<file path="src/rtl/bdpc_pkg.sv">
// Package for the button debounce and press classifier.
// Holds the word types, the button state and event codes, and register indexes.
// Depends on nothing.
`default_nettype none

package bdpc_pkg;

  localparam int ButtonW = 2;
  localparam int TimeW   = 32;
  localparam int CfgW    = 16;
  localparam int CfgIdxW = 1;

  typedef enum logic [2:0] {
    ST_RELEASED = 3'b001,
    ST_PRESSED  = 3'b010,
    ST_INVALID  = 3'b100
  } btn_state_t;

  typedef enum logic [1:0] {
    EV_NONE  = 2'd0,
    EV_SHORT = 2'd1,
    EV_LONG  = 2'd2
  } ev_code_t;

  typedef enum logic [CfgIdxW-1:0] {
    REG_DEBOUNCE   = 1'b0,
    REG_LONG_PRESS = 1'b1
  } cfg_reg_t;

  localparam logic [CfgW-1:0] DebounceReset  = 16'd50;
  localparam logic [CfgW-1:0] LongPressReset = 16'd5000;

  typedef struct packed {
    logic [ButtonW-1:0] button;
    logic [TimeW-1:0]   time_ms;
  } in_word_t;

  typedef struct packed {
    ev_code_t           event_code;
    logic [ButtonW-1:0] event_button;
  } out_word_t;

  typedef struct packed {
    logic [CfgW-1:0] debounce_ms;
    logic [CfgW-1:0] long_press_ms;
  } cfg_t;

  // Update command from the classifier to every button lane.
  typedef struct packed {
    logic       write;
    btn_state_t wr_state;
    logic       invalidate;
  } lane_upd_t;

endpackage

`default_nettype wire

</file>
<file path="src/rtl/button_debounce_press_classifier.sv">
// Top level of the button debounce and short/long press classifier.
// Depends on bdpc_pkg, bdpc_cfg and bdpc_lane.
//
//   channel | handshake              | word
//   --------+------------------------+-------------------------------
//   in      | in_valid / in_stall    | in_data  (button, time_ms)
//   out     | out_valid / out_stall  | out_data (event_code, event_button)
//   cfg     | cfg_we                 | cfg_index, cfg_data
//
// One word per cycle unless out_stall holds it; results come from the output register.
// Lane state is read and written in the same stage, so consecutive words see each
// other's updates without bubbles. The output register holds a stalled result while
// one more word waits in the input register. Synchronous reset clears all buttons to
// released with time zero and loads the default debounce and long-press times.
`default_nettype none

module button_debounce_press_classifier #(
  parameter int NUM_BUTTONS = 3
) (
  input  wire logic                          clk,
  input  wire logic                          rst,
  input  wire logic                          in_valid,
  output logic                               in_stall,
  input  wire bdpc_pkg::in_word_t            in_data,
  output logic                               out_valid,
  input  wire logic                          out_stall,
  output bdpc_pkg::out_word_t                out_data,
  input  wire logic                          cfg_we,
  input  wire logic [bdpc_pkg::CfgIdxW-1:0]  cfg_index,
  input  wire logic [bdpc_pkg::CfgW-1:0]     cfg_data
);

  localparam int IdxW  = $clog2(NUM_BUTTONS);
  localparam int LaneW = (IdxW > bdpc_pkg::ButtonW) ? IdxW : bdpc_pkg::ButtonW;

  bdpc_pkg::cfg_t       cfg;
  bdpc_pkg::in_word_t   s1_data;
  logic                 s1_valid;
  logic                 in_accept;
  logic                 advance;

  logic [LaneW-1:0]             button_ext;
  logic [NUM_BUTTONS-1:0]       hit;
  bdpc_pkg::btn_state_t         lane_state [NUM_BUTTONS];
  logic [bdpc_pkg::TimeW-1:0]   lane_time  [NUM_BUTTONS];
  logic [2:0]                   sel_state;
  logic [bdpc_pkg::TimeW-1:0]   sel_time;
  logic [bdpc_pkg::TimeW-1:0]   elapsed;
  logic                         bounce;
  logic                         is_long;
  logic                         do_write;
  logic                         do_release;
  bdpc_pkg::btn_state_t         wr_state;
  bdpc_pkg::ev_code_t           ev;
  bdpc_pkg::lane_upd_t          upd;

  bdpc_cfg u_cfg (
    .clk       (clk),
    .rst       (rst),
    .cfg_we    (cfg_we),
    .cfg_index (cfg_index),
    .cfg_data  (cfg_data),
    .cfg       (cfg)
  );

  // Handshake: the input register advances whenever the output register frees up.
  assign advance   = s1_valid && (!out_valid || !out_stall);
  assign in_stall  = s1_valid && !advance;
  assign in_accept = in_valid && !in_stall;

  always_ff @(posedge clk) begin
    if (rst) begin
      s1_valid <= 1'b0;
    end else if (in_accept) begin
      s1_valid <= 1'b1;
    end else if (advance) begin
      s1_valid <= 1'b0;
    end
  end

  always_ff @(posedge clk) begin
    if (in_accept) begin
      s1_data <= in_data;
    end
  end

  assign button_ext = LaneW'(s1_data.button);

  for (genvar i = 0; i < NUM_BUTTONS; i++) begin : g_lane
    assign hit[i] = (button_ext == LaneW'(i));

    bdpc_lane u_lane (
      .clk       (clk),
      .rst       (rst),
      .hit       (hit[i]),
      .time_ms   (s1_data.time_ms),
      .upd       (upd),
      .state     (lane_state[i]),
      .edge_time (lane_time[i])
    );
  end

  // Select the addressed lane; hit is one-hot or zero for an index out of range.
  always_comb begin
    sel_state = '0;
    sel_time  = '0;
    for (int i = 0; i < NUM_BUTTONS; i++) begin
      if (hit[i]) begin
        sel_state = sel_state | lane_state[i];
        sel_time  = sel_time | lane_time[i];
      end
    end
  end

  assign elapsed = s1_data.time_ms - sel_time;
  assign bounce  = elapsed < {{(bdpc_pkg::TimeW - bdpc_pkg::CfgW){1'b0}}, cfg.debounce_ms};
  assign is_long = elapsed >= {{(bdpc_pkg::TimeW - bdpc_pkg::CfgW){1'b0}}, cfg.long_press_ms};

  always_comb begin
    do_write   = 1'b0;
    do_release = 1'b0;
    wr_state   = bdpc_pkg::ST_RELEASED;
    ev         = bdpc_pkg::EV_NONE;
    if (|hit) begin
      unique case (sel_state)
        bdpc_pkg::ST_INVALID: begin
          // swallow the edge and rearm
          do_write = 1'b1;
        end
        bdpc_pkg::ST_RELEASED: begin
          if (!bounce) begin
            do_write = 1'b1;
            wr_state = bdpc_pkg::ST_PRESSED;
          end
        end
        bdpc_pkg::ST_PRESSED: begin
          if (!bounce) begin
            do_write   = 1'b1;
            do_release = 1'b1;
            ev         = is_long ? bdpc_pkg::EV_LONG : bdpc_pkg::EV_SHORT;
          end
        end
        default: ;
      endcase
    end
  end

  assign upd.write      = advance && do_write;
  assign upd.wr_state   = wr_state;
  assign upd.invalidate = advance && do_release;

  always_ff @(posedge clk) begin
    if (rst) begin
      out_valid <= 1'b0;
    end else if (advance) begin
      out_valid <= 1'b1;
    end else if (!out_stall) begin
      out_valid <= 1'b0;
    end
  end

  always_ff @(posedge clk) begin
    if (advance) begin
      out_data.event_code   <= ev;
      out_data.event_button <= s1_data.button;
    end
  end

endmodule

`default_nettype wire

</file>
<file path="src/rtl/bdpc_cfg.sv">
// Configuration registers: debounce time and long-press threshold.
// Depends on bdpc_pkg.
`default_nettype none

module bdpc_cfg (
  input  wire logic                            clk,
  input  wire logic                            rst,
  input  wire logic                            cfg_we,
  input  wire logic [bdpc_pkg::CfgIdxW-1:0]    cfg_index,
  input  wire logic [bdpc_pkg::CfgW-1:0]       cfg_data,
  output bdpc_pkg::cfg_t                       cfg
);

  always_ff @(posedge clk) begin
    if (rst) begin
      cfg.debounce_ms   <= bdpc_pkg::DebounceReset;
      cfg.long_press_ms <= bdpc_pkg::LongPressReset;
    end else if (cfg_we) begin
      unique case (cfg_index)
        bdpc_pkg::REG_DEBOUNCE:   cfg.debounce_ms   <= cfg_data;
        bdpc_pkg::REG_LONG_PRESS: cfg.long_press_ms <= cfg_data;
        default: ;
      endcase
    end
  end

endmodule

`default_nettype wire

</file>
<file path="src/rtl/bdpc_lane.sv">
// One button lane: its state and the time of its last accepted edge.
// Depends on bdpc_pkg.
`default_nettype none

module bdpc_lane (
  input  wire logic                           clk,
  input  wire logic                           rst,
  input  wire logic                           hit,
  input  wire logic [bdpc_pkg::TimeW-1:0]     time_ms,
  input  wire bdpc_pkg::lane_upd_t            upd,
  output bdpc_pkg::btn_state_t                state,
  output logic [bdpc_pkg::TimeW-1:0]          edge_time
);

  always_ff @(posedge clk) begin
    if (rst) begin
      state     <= bdpc_pkg::ST_RELEASED;
      edge_time <= '0;
    end else if (upd.write && hit) begin
      state     <= upd.wr_state;
      edge_time <= time_ms;
    end else if (upd.invalidate && !hit && state == bdpc_pkg::ST_PRESSED) begin
      // another button was released while this one was held
      state <= bdpc_pkg::ST_INVALID;
    end
  end

endmodule

`default_nettype wire

</file>
<file path="config.mk">
export PLATFORM = sky130hd
export DESIGN_NAME = button_debounce_press_classifier
export DESIGN_NICKNAME = d
export VERILOG_FILES = /design/src/rtl/bdpc_pkg.sv /design/src/rtl/button_debounce_press_classifier.sv /design/src/rtl/bdpc_cfg.sv /design/src/rtl/bdpc_lane.sv
export SDC_FILE = /design/constraint.sdc
export NUM_CORES = 1
export LEC_CHECK = 0
export BUFFER_PORTS_ARGS = -buffer_cell sky130_fd_sc_hd__buf_2
export CORE_MARGIN = 2
export CORE_UTILIZATION = 51
export CTS_CLUSTER_DIAMETER = 60
export DETAILED_ROUTE_END_ITERATION = 8
export PLACE_DENSITY = 0.69
export SKIP_CTS_REPAIR_TIMING = 1
export SYNTH_ARGS = -nofsm -noshare
export SYNTH_HDL_FRONTEND = slang
export SYNTH_SLANG_ARGS = --single-unit
</file>
<file path="constraint.sdc">
create_clock -name clk -period 6.8 [get_ports clk]
set_input_delay 0 -clock clk [delete_from_list [all_inputs] [get_ports clk]]
set_output_delay 0 -clock clk [all_outputs]
set_load 0.03 [all_outputs]
</file>
# Word-level counts from Yosys, hierarchy flattened
# Cells that the tools add are included.
[op_classes]
n_addsub = 1
magnitude_cmp = 2
n_eq_ne = 9
muxes = 25
bitwise = 7
reduce_logical = 32
[ops]
columns = ["cell", "count"]
rows = [
  ["two-way mux 32 bit", 3],
  ["bitwise OR 32 bit", 2],
  ["greater-or-equal comparator 32 x 16 -> 1 bit", 1],
  ["< comparator 32 x 16 -> 1 bit", 1],
  ["subtractor 32 bit", 1],
  ["two-way mux 3 bit", 9],
  ["logical AND 1 bit", 14],
  ["equality test 3 x 2 -> 1 bit (second input constant)", 4],
  ["two-way mux 1 bit", 8],
  ["two-way mux 2 bit", 4],
  ["nonzero test 2 bit", 4],
  ["zero test 1 bit", 7],
  ["bitwise OR 3 bit", 2],
  ["OR reduction 3 bit", 2],
  ["AND reduction 2 bit", 2],
  ["equality test 3 x 1 -> 1 bit (second input constant)", 1],
  ["equality test 3 bit (second input constant)", 1],
  ["NOT 1 bit", 3],
  ["equality test 2 x 1 -> 1 bit (second input constant)", 1],
  ["equality test 2 bit (second input constant)", 1],
  ["zero test 2 bit", 1],
  ["inequality test 2 x 1 -> 1 bit (second input constant)", 1],
  ["one-hot mux 1 bit (2 select lines)", 1],
  ["OR reduction 2 bit", 1],
  ["logical OR 1 bit", 1],
]
[word_totals]
reg_bits = 177
output_inout_bits = 6

# Depth between registers and ports, before layout
# Gate-level depths: netlist of the first run.
[depth]
word_depth = 16
mapped_depth = 24
mapped_depth_nobuf = 20

# By module
# From an unflattened synthesis of the first run, not the netlist that was laid out.
[hier_totals]
hier_cells = 1223
hier_area_um2 = 10930.5
[by_module_without_submodules]
columns = ["mod", "instances", "cells_per_inst", "area_each_um2", "seq_area_each_um2"]
rows = [
  ["button_debounce_press_classifier", 1, 609, 4944.7, 1181.1],
  ["bdpc_lane", 3, 161, 1540.2, 700.7],
  ["bdpc_cfg", 1, 131, 1365.1, 640.6],
]

# Least setup slack after synthesis of the first run
# OpenSTA, ideal clock, no wires.
[synth_timing]
path_kind = "reg2reg"
from = "reg s1_data (netlist bit button_ext[1])"
to = "reg g_lane[0].u_lane.state[1]"
arrival_time_ns = 4.756
path_slack_ns = 1.927
path_stages_with_launch = 21
period_less_slack_ns = 4.873
path_cell_list = "edfxtp_1 clkbuf_1 clkbuf_1 mux2i_1 o21ai_0 ha_1 fa_1 nand2b_1 a21oi_1 nor2b_1 o211ai_1 xor2_1 ha_1 a21o_1 a21oi_1 o21ai_0 a21oi_1 and2_1 nand3_1 and4_1 o22a_1"
[synth_between]
elab_chain_cells = 15
word_cells_on_any_way = 36
classes_between = "add/sub (1); order compare (1); eq/ne (5); mux (15); bitwise (4); reduce/logical (10)"
[synth_lines]
columns = ["item", "line", "source"]
rows = [
  ["start, declared", "button_debounce_press_classifier.sv:37", "bdpc_pkg::in_word_t s1_data;"],
  ["start signal, assigned", "button_debounce_press_classifier.sv:83", "s1_data <= in_data;"],
  ["zero test 2 bit", "button_debounce_press_classifier.sv:90", "assign hit[i] = (button_ext == LaneW'(i));"],
  ["two-way mux 32 bit", "button_debounce_press_classifier.sv:108", "if (hit[i]) begin"],
  ["bitwise OR 32 bit", "button_debounce_press_classifier.sv:110", "sel_time = sel_time | lane_time[i];"],
  ["two-way mux 32 bit", "button_debounce_press_classifier.sv:108", ""],
  ["bitwise OR 32 bit", "button_debounce_press_classifier.sv:110", ""],
  ["two-way mux 32 bit", "button_debounce_press_classifier.sv:108", ""],
  ["subtractor 32 bit", "button_debounce_press_classifier.sv:115", "assign elapsed = s1_data.time_ms - sel_time;"],
  ["< comparator 32 x 16 -> 1 bit", "button_debounce_press_classifier.sv:116", "assign bounce = elapsed < {{(bdpc_pkg::TimeW - bdpc_pkg::CfgW){1'b0}}, cfg.debounce_ms};"],
  ["two-way mux 1 bit", "button_debounce_press_classifier.sv:131, button_debounce_press_classifier.sv:137", ""],
  ["two-way mux 1 bit", "button_debounce_press_classifier.sv:125", "unique case (sel_state)"],
  ["two-way mux 1 bit", "button_debounce_press_classifier.sv:124", "if (|hit) begin"],
  ["logical AND 1 bit", "button_debounce_press_classifier.sv:150", "assign upd.invalidate = advance && do_release;"],
  ["logical AND 1 bit (2 in series)", "bdpc_lane.sv:22", "end else if (upd.invalidate && !hit && state == bdpc_pkg::ST_PRESSED) begin"],
  ["nonzero test 2 bit (no source line)", "-", ""],
  ["end signal, assigned", "bdpc_lane.sv:17", "state <= bdpc_pkg::ST_RELEASED;"],
  ["end signal, assigned", "bdpc_lane.sv:20", "state <= upd.wr_state;"],
  ["end signal, assigned", "bdpc_lane.sv:24", "state <= bdpc_pkg::ST_INVALID;"],
  ["end, declared", "bdpc_lane.sv:11", "output bdpc_pkg::btn_state_t state,"],
]
# Several ways; a longest one is shown, not always the timed one.
# A chain may end at the register's enable or synchronous reset.

# Final worst setup path of the first run
[layout_timing]
from = "reg s1_data (netlist bit button_ext[1])"
to = "reg g_lane[2].u_lane.state[1]"
[layout_between]
elab_chain_cells = 15
word_cells_on_any_way = 36
classes_between = "add/sub (1); order compare (1); eq/ne (5); mux (15); bitwise (4); reduce/logical (10)"
[layout_lines]
columns = ["item", "line"]
rows = [
  ["zero test 2 bit", "button_debounce_press_classifier.sv:90"],
  ["two-way mux 32 bit", "button_debounce_press_classifier.sv:108"],
  ["bitwise OR 32 bit", "button_debounce_press_classifier.sv:110"],
  ["two-way mux 32 bit", "button_debounce_press_classifier.sv:108"],
  ["bitwise OR 32 bit", "button_debounce_press_classifier.sv:110"],
  ["two-way mux 32 bit", "button_debounce_press_classifier.sv:108"],
  ["subtractor 32 bit", "button_debounce_press_classifier.sv:115"],
  ["< comparator 32 x 16 -> 1 bit", "button_debounce_press_classifier.sv:116"],
  ["two-way mux 1 bit", "button_debounce_press_classifier.sv:131, button_debounce_press_classifier.sv:137"],
  ["two-way mux 1 bit", "button_debounce_press_classifier.sv:125"],
  ["two-way mux 1 bit", "button_debounce_press_classifier.sv:124"],
  ["logical AND 1 bit", "button_debounce_press_classifier.sv:150"],
  ["logical AND 1 bit (2 in series)", "bdpc_lane.sv:22"],
  ["nonzero test 2 bit (no source line)", "-"],
  ["end signal, assigned", "bdpc_lane.sv:17"],
  ["end signal, assigned", "bdpc_lane.sv:20"],
  ["end signal, assigned", "bdpc_lane.sv:24"],
  ["end, declared", "bdpc_lane.sv:11"],
]
# Several ways; a longest one is shown, not always the timed one.

==> results of run 1 <==
[cell type report]
cell class                 count  area (sq um)  share of cell area
multi-input combinational    928          5690               0.490
sequential                   177          3920               0.337
timing repair buffer         127           933              0.0802
clock buffer                  18           429              0.0369
tap                          265           332              0.0285
inverter                      43           161              0.0139
clock inverter                14           159              0.0137
[final timing paths]
kind                                    end  slack (ns)  depth (start not counted)
setup / recovery  g_lane[2].u_lane.state[1]        1.27                         18
hold / removal                u_cfg.cfg[16]        0.09                          5
setup reg to reg  g_lane[2].u_lane.state[1]        1.27                         18
hold reg to reg                u_cfg.cfg[4]        0.46                          2
[state kept, by name (all words and copies together), names as in the netlist]
register                 flops
s1_valid                     1
button_ext                   2
s1_data                     32
out_valid                    1
out_data                     4
g_lane.u_lane.state          9
u_cfg.cfg                   32
g_lane.u_lane.edge_time     96
[cells by family (layout without fill, tap and decap cells)]
group | Yosys count | after routing | synth area share
buffers and inverters | 126 | 202 | 0.0511
flip-flops | 177 | 177 | 0.389
multiplexers | 37 | 37 | 0.0367
adder cells (fa/ha/maj) | 65 | 65 | 0.0814
AND/OR/NAND/NOR | 377 | 377 | 0.181
XOR/XNOR | 19 | 19 | 0.0165
AO/OA/AOI/OAI | 430 | 430 | 0.244
[critical path: stages, from the launching register on]
cell and delay, ns:
edfxtp_1 0.39, buf_4 0.58, mux2i_1 0.25, nor2_1 0.07, a21oi_1 0.17, ha_1 0.31
a21oi_1 0.30, nand2_1 0.11, o21ai_0 0.47, nand2_1 0.21, xor2_1 0.21, ha_1 0.29
nand4_1 0.11, nor4_1 0.32, a21oi_1 0.12, and2_1 0.26, a31oi_4 0.85, nor3_1 0.13
o22a_1 0.24
[layout by cell type, fill, tap and decap left out, drive strengths merged, types with 5 or more instances in the layout]
cell,netlist,routed
a21oi,206,206
dfxtp,139,139
o21ai,131,131
nand2,111,111
nand3,105,105
buf,24,75
nor2,64,64
ha,64,64
dlygate4sd3,0,52
inv,43,51
edfxtp,38,38
mux2i,37,37
nor3,25,25
clkbuf,59,18
a21o,15,15
nand4,13,13
xnor2,12,12
nor2b,12,12
o21a,11,11
o211ai,9,9
nand3b,8,8
a31oi,8,8
a211oi,7,7
xor2,7,7
and2,7,7
or3,6,6
nand2b,5,5
a211o,5,5
o31a,5,5
and4,5,5
clkinv,0,5
[metal layers]
layer / global-route usage / share of wire / vias to the layer above
met5: 0 / 0 / -
met4: 0.0777 / 0.021 / 0
met3: 0.0497 / 0.061 / 40
met2: 0.402 / 0.45 / 320
met1: 0.365 / 0.47 / 4361
li1: - / - / 4594
[metrics by stage]
| step | setup WS (ns) | hold WS, ns | power [mW] | area (sq um) | instances |
|---|---|---|---|---|---|
| after floorplan | 1.93 | 0.0989 | 1.41 | 10100 | 1231 |
| after global placement | 1.39 | 0.176 | 1.50 | 10500 | 1488 |
| after detailed placement | 1.29 | 0.178 | 1.51 | 10500 | 1488 |
| after CTS | 1.27 | -0.289 | 2.48 | 11100 | 1520 |
| after global routing | 0.743 | 0.115 | 2.60 | 11600 | 1572 |
| final | 1.27 | 0.0863 | 2.50 | 11600 | 1572 |
[power by group through the flow]
stage          sequential (mW)  combinational [mW]  clock [mW]
3_5_place_dp              1.16               0.351           0
5_1_grt                   1.14               0.427        1.04
2_1_floorplan             1.15               0.256           0
6_report                  1.14               0.380       0.981
3_3_place_gp              1.16               0.346           0
4_1_cts                   1.13               0.353       0.996
==> flow_summary.ini, run 1 <==
[worst_setup_path]
worstSetupStartpoint = button_ext[1]
worst_setup_path_end_kind = flip-flop
timing.critical_path.from_type = flip-flop
path_max_fanout = 41
timing.critical_path.required_ns = 7.14
startpoint_to_endpoint_class_of_the_critical_path = flip-flop to flip-flop
critPathArrivalTime_ns = 5.86
rr_startpoint = button_ext[1]

[drt]
routed-via-count = 9315
drt-wirelength-per-cell_microns = 17.1
drt_iter0_drc = 758
postRouteWirelength_microns = 26800
routed_via_density = 5.93
final_antenna_net_count = 0
detailedRoute.firstPassIterationCount = 5
detail_route.drc_violations = 0

[clock_network]
cts_root_buf = clkbuf_16
clock_latency_reported_for_the_late_side_of_the_worst_skew_pair_ns = 0.45
ctsLongestPathBuffers = 2
cts.clk_slew.worst_paths_ns = 0.07
cts_tree = yes
tritoncts_buffers = 17
max_h_tree_level = 4
numClockSinks = 177

[hold_path]
holdCritPathClass = input port to flip-flop
min_from = cfg_index

[placement]
dpl.hpwl_microns = 17900
place_congestion = 0.972
port_buffers = 61

[sta]
report.final.hold_viol_count = 0
worst_pin_slew_ns = 1.02
grt_setup_unrepaired = false
finalCritPeriodShare = 0.813
setup-tns-final_ns = 0
setup-violations-final = 0
finClkSkew_ns = 0.0156
final-max-slew-violation-count = 0
peak_clock_frequency_supported_by_timing_mhz = 181
post-route-min-period_ns = 5.53
relSlewSlack = 0.320

[synthesis]
syn_nets = 1352
synth-async-reset-ratio = 0
yosys-top-cells-area = dfxtp_1 28%, edfxtp_1 11%, a21oi_1 10%
synth_top_cells_by_count = 205 x a21oi_1, 139 x dfxtp_1, 111 x nand2_1, 107 x o21ai_0, 104 x nand3_1
syn_avg_cell_area_sq_um = 8.19
synth.yosys.warnings = 0
netlist_instances = 1231
synth_enable_flop_cells = 38
synth_area_sq_um = 10100
ys_seq_area_frac = 0.389
synth_largest_type_area_fraction = 0.276
post_synth_num_cell_types = 65
postSynth.topFlopCell = dfxtp_1
post-synth-top-count-cell = a21oi_1
synth-seq-cells = 177
synth_top_area_cell = dfxtp_1

[die]
die_area_sq_um = 20900
floorplan.io_pins = 62
floorplan.core_area_sq_um = 19400
fp.dieW_microns = 145
start_util = 0.520
placement_rows = 51
overall_die_height_microns = 145

[finish]
synthToLayoutAreaGrowth_pct = 15.4
fillCellCount = 1784
insertedDiodeCount = 0
final_nets = 1415
drive_gt1_frac = 0.0972
layout.core_utilization = 0.600

[grt]
grt_start_max_net_pins = 80
via_count_of_the_first_global_routing_pass = 8321
globalRouteOverflowTotal = 0
grt_first_pass_wirelength_microns = 42800
grt.total_usage = 0.259
grt_antenna_before_repair = 0

[power]
power.share.clock = 0.393
share_comb_of_total_power = 0.152
sw_frac_of_total = 0.296
static-leakage-power_nw = 4.35
power_density_relative_to_cell_area_nw_per_um2 = 215
seq_power_share = 0.455
p_switching_mw = 0.739
power_report.internal_total_mw = 1.76
vdd_drop_max_mv = 0.149

[run_status]
result_of_the_run = finished clean

[flow_run]
max_cap_violations = 0
Note: power is estimated with default switching activity, not from simulation.
==> run 2, diff against run 1 <==
clock period = 5.3 ns   (was 6.8 ns; I/O delays follow)
==> run 2 against run 1 <==
Compared with the run above: die area unchanged; final cell count is 1.0% higher; sequential share of layout area fell by 0.55 points.
==> flow_summary.ini, run 2 (synthesis gave the netlist of run 1 again) <==
[clock_network]
max_h_tree_level = 4
cts.clk_slew.worst_paths_ns = 0.08
tritoncts_buffers = 17
ctsLongestPathBuffers = 2
cts_root_buf = clkbuf_16
numClockSinks = 177
cts_tree = yes
clock_latency_reported_for_the_late_side_of_the_worst_skew_pair_ns = 0.44

[sta]
worst_pin_slew_ns = 1.07
post-route-min-period_ns = 4.86
final-max-slew-violation-count = 0
setup-violations-final = 0
report.final.hold_viol_count = 0
setup-tns-final_ns = 0
finClkSkew_ns = 0.0126
peak_clock_frequency_supported_by_timing_mhz = 206
grt_setup_unrepaired = false
relSlewSlack = 0.284
finalCritPeriodShare = 0.916

[hold_path]
hold_end = u_cfg.cfg[19]
holdCritPathClass = input port to flip-flop
hold_depth = 5
min_from = cfg_index

[worst_setup_path]
rr_startpoint = button_ext[1]
timing.critical_path.from_type = flip-flop
critPathArrivalTime_ns = 5.17
worstSetupStartpoint = button_ext[1]
timing.critical_path.required_ns = 5.62
path_max_fanout = 33
r2r.worst_path.cells = 16
regToRegEndpoint = g_lane[0].u_lane.state[0]
flop_to_flop_setup_slack_ns = 0.44
startpoint_to_endpoint_class_of_the_critical_path = flip-flop to flip-flop
worst_setup_path_end_kind = flip-flop

[finish]
mostFrequentLayoutCell = a21oi_1
registers_with_the_highest_flip_flop_counts = g_lane.u_lane.edge_time x96, s1_data x32, u_cfg.cfg x32
mostFrequentLayoutCells = 204 x a21oi_1, 139 x dfxtp_1, 111 x nand2_1
layout.cells.non_filler = 1588
sequential_cell_area_sq_um = 3920
insertedDiodeCount = 0
synthToLayoutAreaGrowth_pct = 17.3
post-route-cell-area_sq_um = 11800
drive_gt1_frac = 0.111
fillCellCount = 1755
registers.top_by_ff_count = g_lane.u_lane.edge_time
final_nets = 1431
multi_input_comb_area_sq_um = 5700
number_of_flip_flops_under_the_largest_register_name = 96

[power]
vdd_drop_max_mv = 0.226
power_density_relative_to_cell_area_nw_per_um2 = 274
static-leakage-power_nw = 4.46

[placement]
port_buffers = 61
place_congestion = 1.01
placement.cell_area_sq_um = 10700
dpl.hpwl_microns = 19100
cell_total_after_placement = 1504

[drt]
detail_route.drc_violations = 0
routed_via_density = 5.94
drt-wirelength-per-cell_microns = 17.6
routed-via-count = 9437
detailedRoute.firstPassIterationCount = 5
final_antenna_net_count = 0
drt_iter0_drc = 861
postRouteWirelength_microns = 27900

[die]
placement_rows = 51
overall_die_height_microns = 145
floorplan.core_area_sq_um = 19400
fp.dieW_microns = 145
start_util = 0.520
die_area_sq_um = 20900
floorplan.io_pins = 62

[grt]
grt.total_usage = 0.264
grt_start_max_net_pins = 73
grt_antenna_before_repair = 0
grt_first_pass_wirelength_microns = 43600
globalRouteOverflowTotal = 0
via_count_of_the_first_global_routing_pass = 8300

[flow_run]
max_cap_violations = 0

[run_status]
result_of_the_run = finished clean
run 2: critical path, cell delays in order, from the launching register on:
cell and delay [ns]:
edfxtp_1 0.50, nor2b_4 0.25, buf_4 0.17, buf_4 0.28, a21oi_1 0.12, ha_1 0.42, a21oi_1 0.42, o21ai_0 0.15
a21oi_1 0.17, o21ai_0 0.15, nor4b_1 0.42, o211ai_2 0.20, or4_4 0.59, o31a_1 0.29, buf_4 0.24, nor3_1 0.24
o21ai_0 0.10
run 2: worst max path at each step:
stage | end | cells after the start
finish | g_lane[0].u_lane.state[0] | 16
floorplan | g_lane[0].u_lane.state[1] | 20
detailed placement | g_lane[2].u_lane.state[1] | 19
global placement | g_lane[2].u_lane.state[1] | 19
CTS | g_lane[2].u_lane.state[1] | 19
global route | g_lane[0].u_lane.state[0] | 16
run 2: area by class of cell:
cell class / instances / area share
Tap cell: 265 / 0.0280
Multi-Input combinational cell: 928 / 0.482
Timing Repair Buffer: 143 / 0.0929
Inverter: 43 / 0.0136
Clock inverter: 15 / 0.0157
Clock buffer: 17 / 0.0360
Sequential cell: 177 / 0.332
run 2: layer usage:
layer  up-vias  global-route usage  wire length [microns]  share of wire
li1       4615                   -                      -              -
met1      4430               0.401                  13400           0.48
met2       367               0.382                  12100           0.44
met3        25              0.0563                   2050          0.073
met4         0              0.0593                    272         0.0098
met5         -                   0                      0              0
run 2: metrics by stage:
step	worst slack, ns	hold WS, ns	utilization	total power, mW
after floorplan	0.427	0.0989	-	1.81
after global placement	0.465	0.176	0.550	1.94
after detailed placement	0.408	0.178	0.550	1.95
after CTS	0.377	-0.284	0.581	3.23
after global routing	0.0101	0.100	0.610	3.38
final	0.444	0.0819	0.610	3.25
run 2: report_power, final:
| part | total, mW | switching (mW) | internal (mW) |
|---|---|---|---|
| clock | 1.28 | 0.641 | 0.641 |
| sequential | 1.46 | 0.0369 | 1.42 |
| combinational | 0.504 | 0.296 | 0.208 |
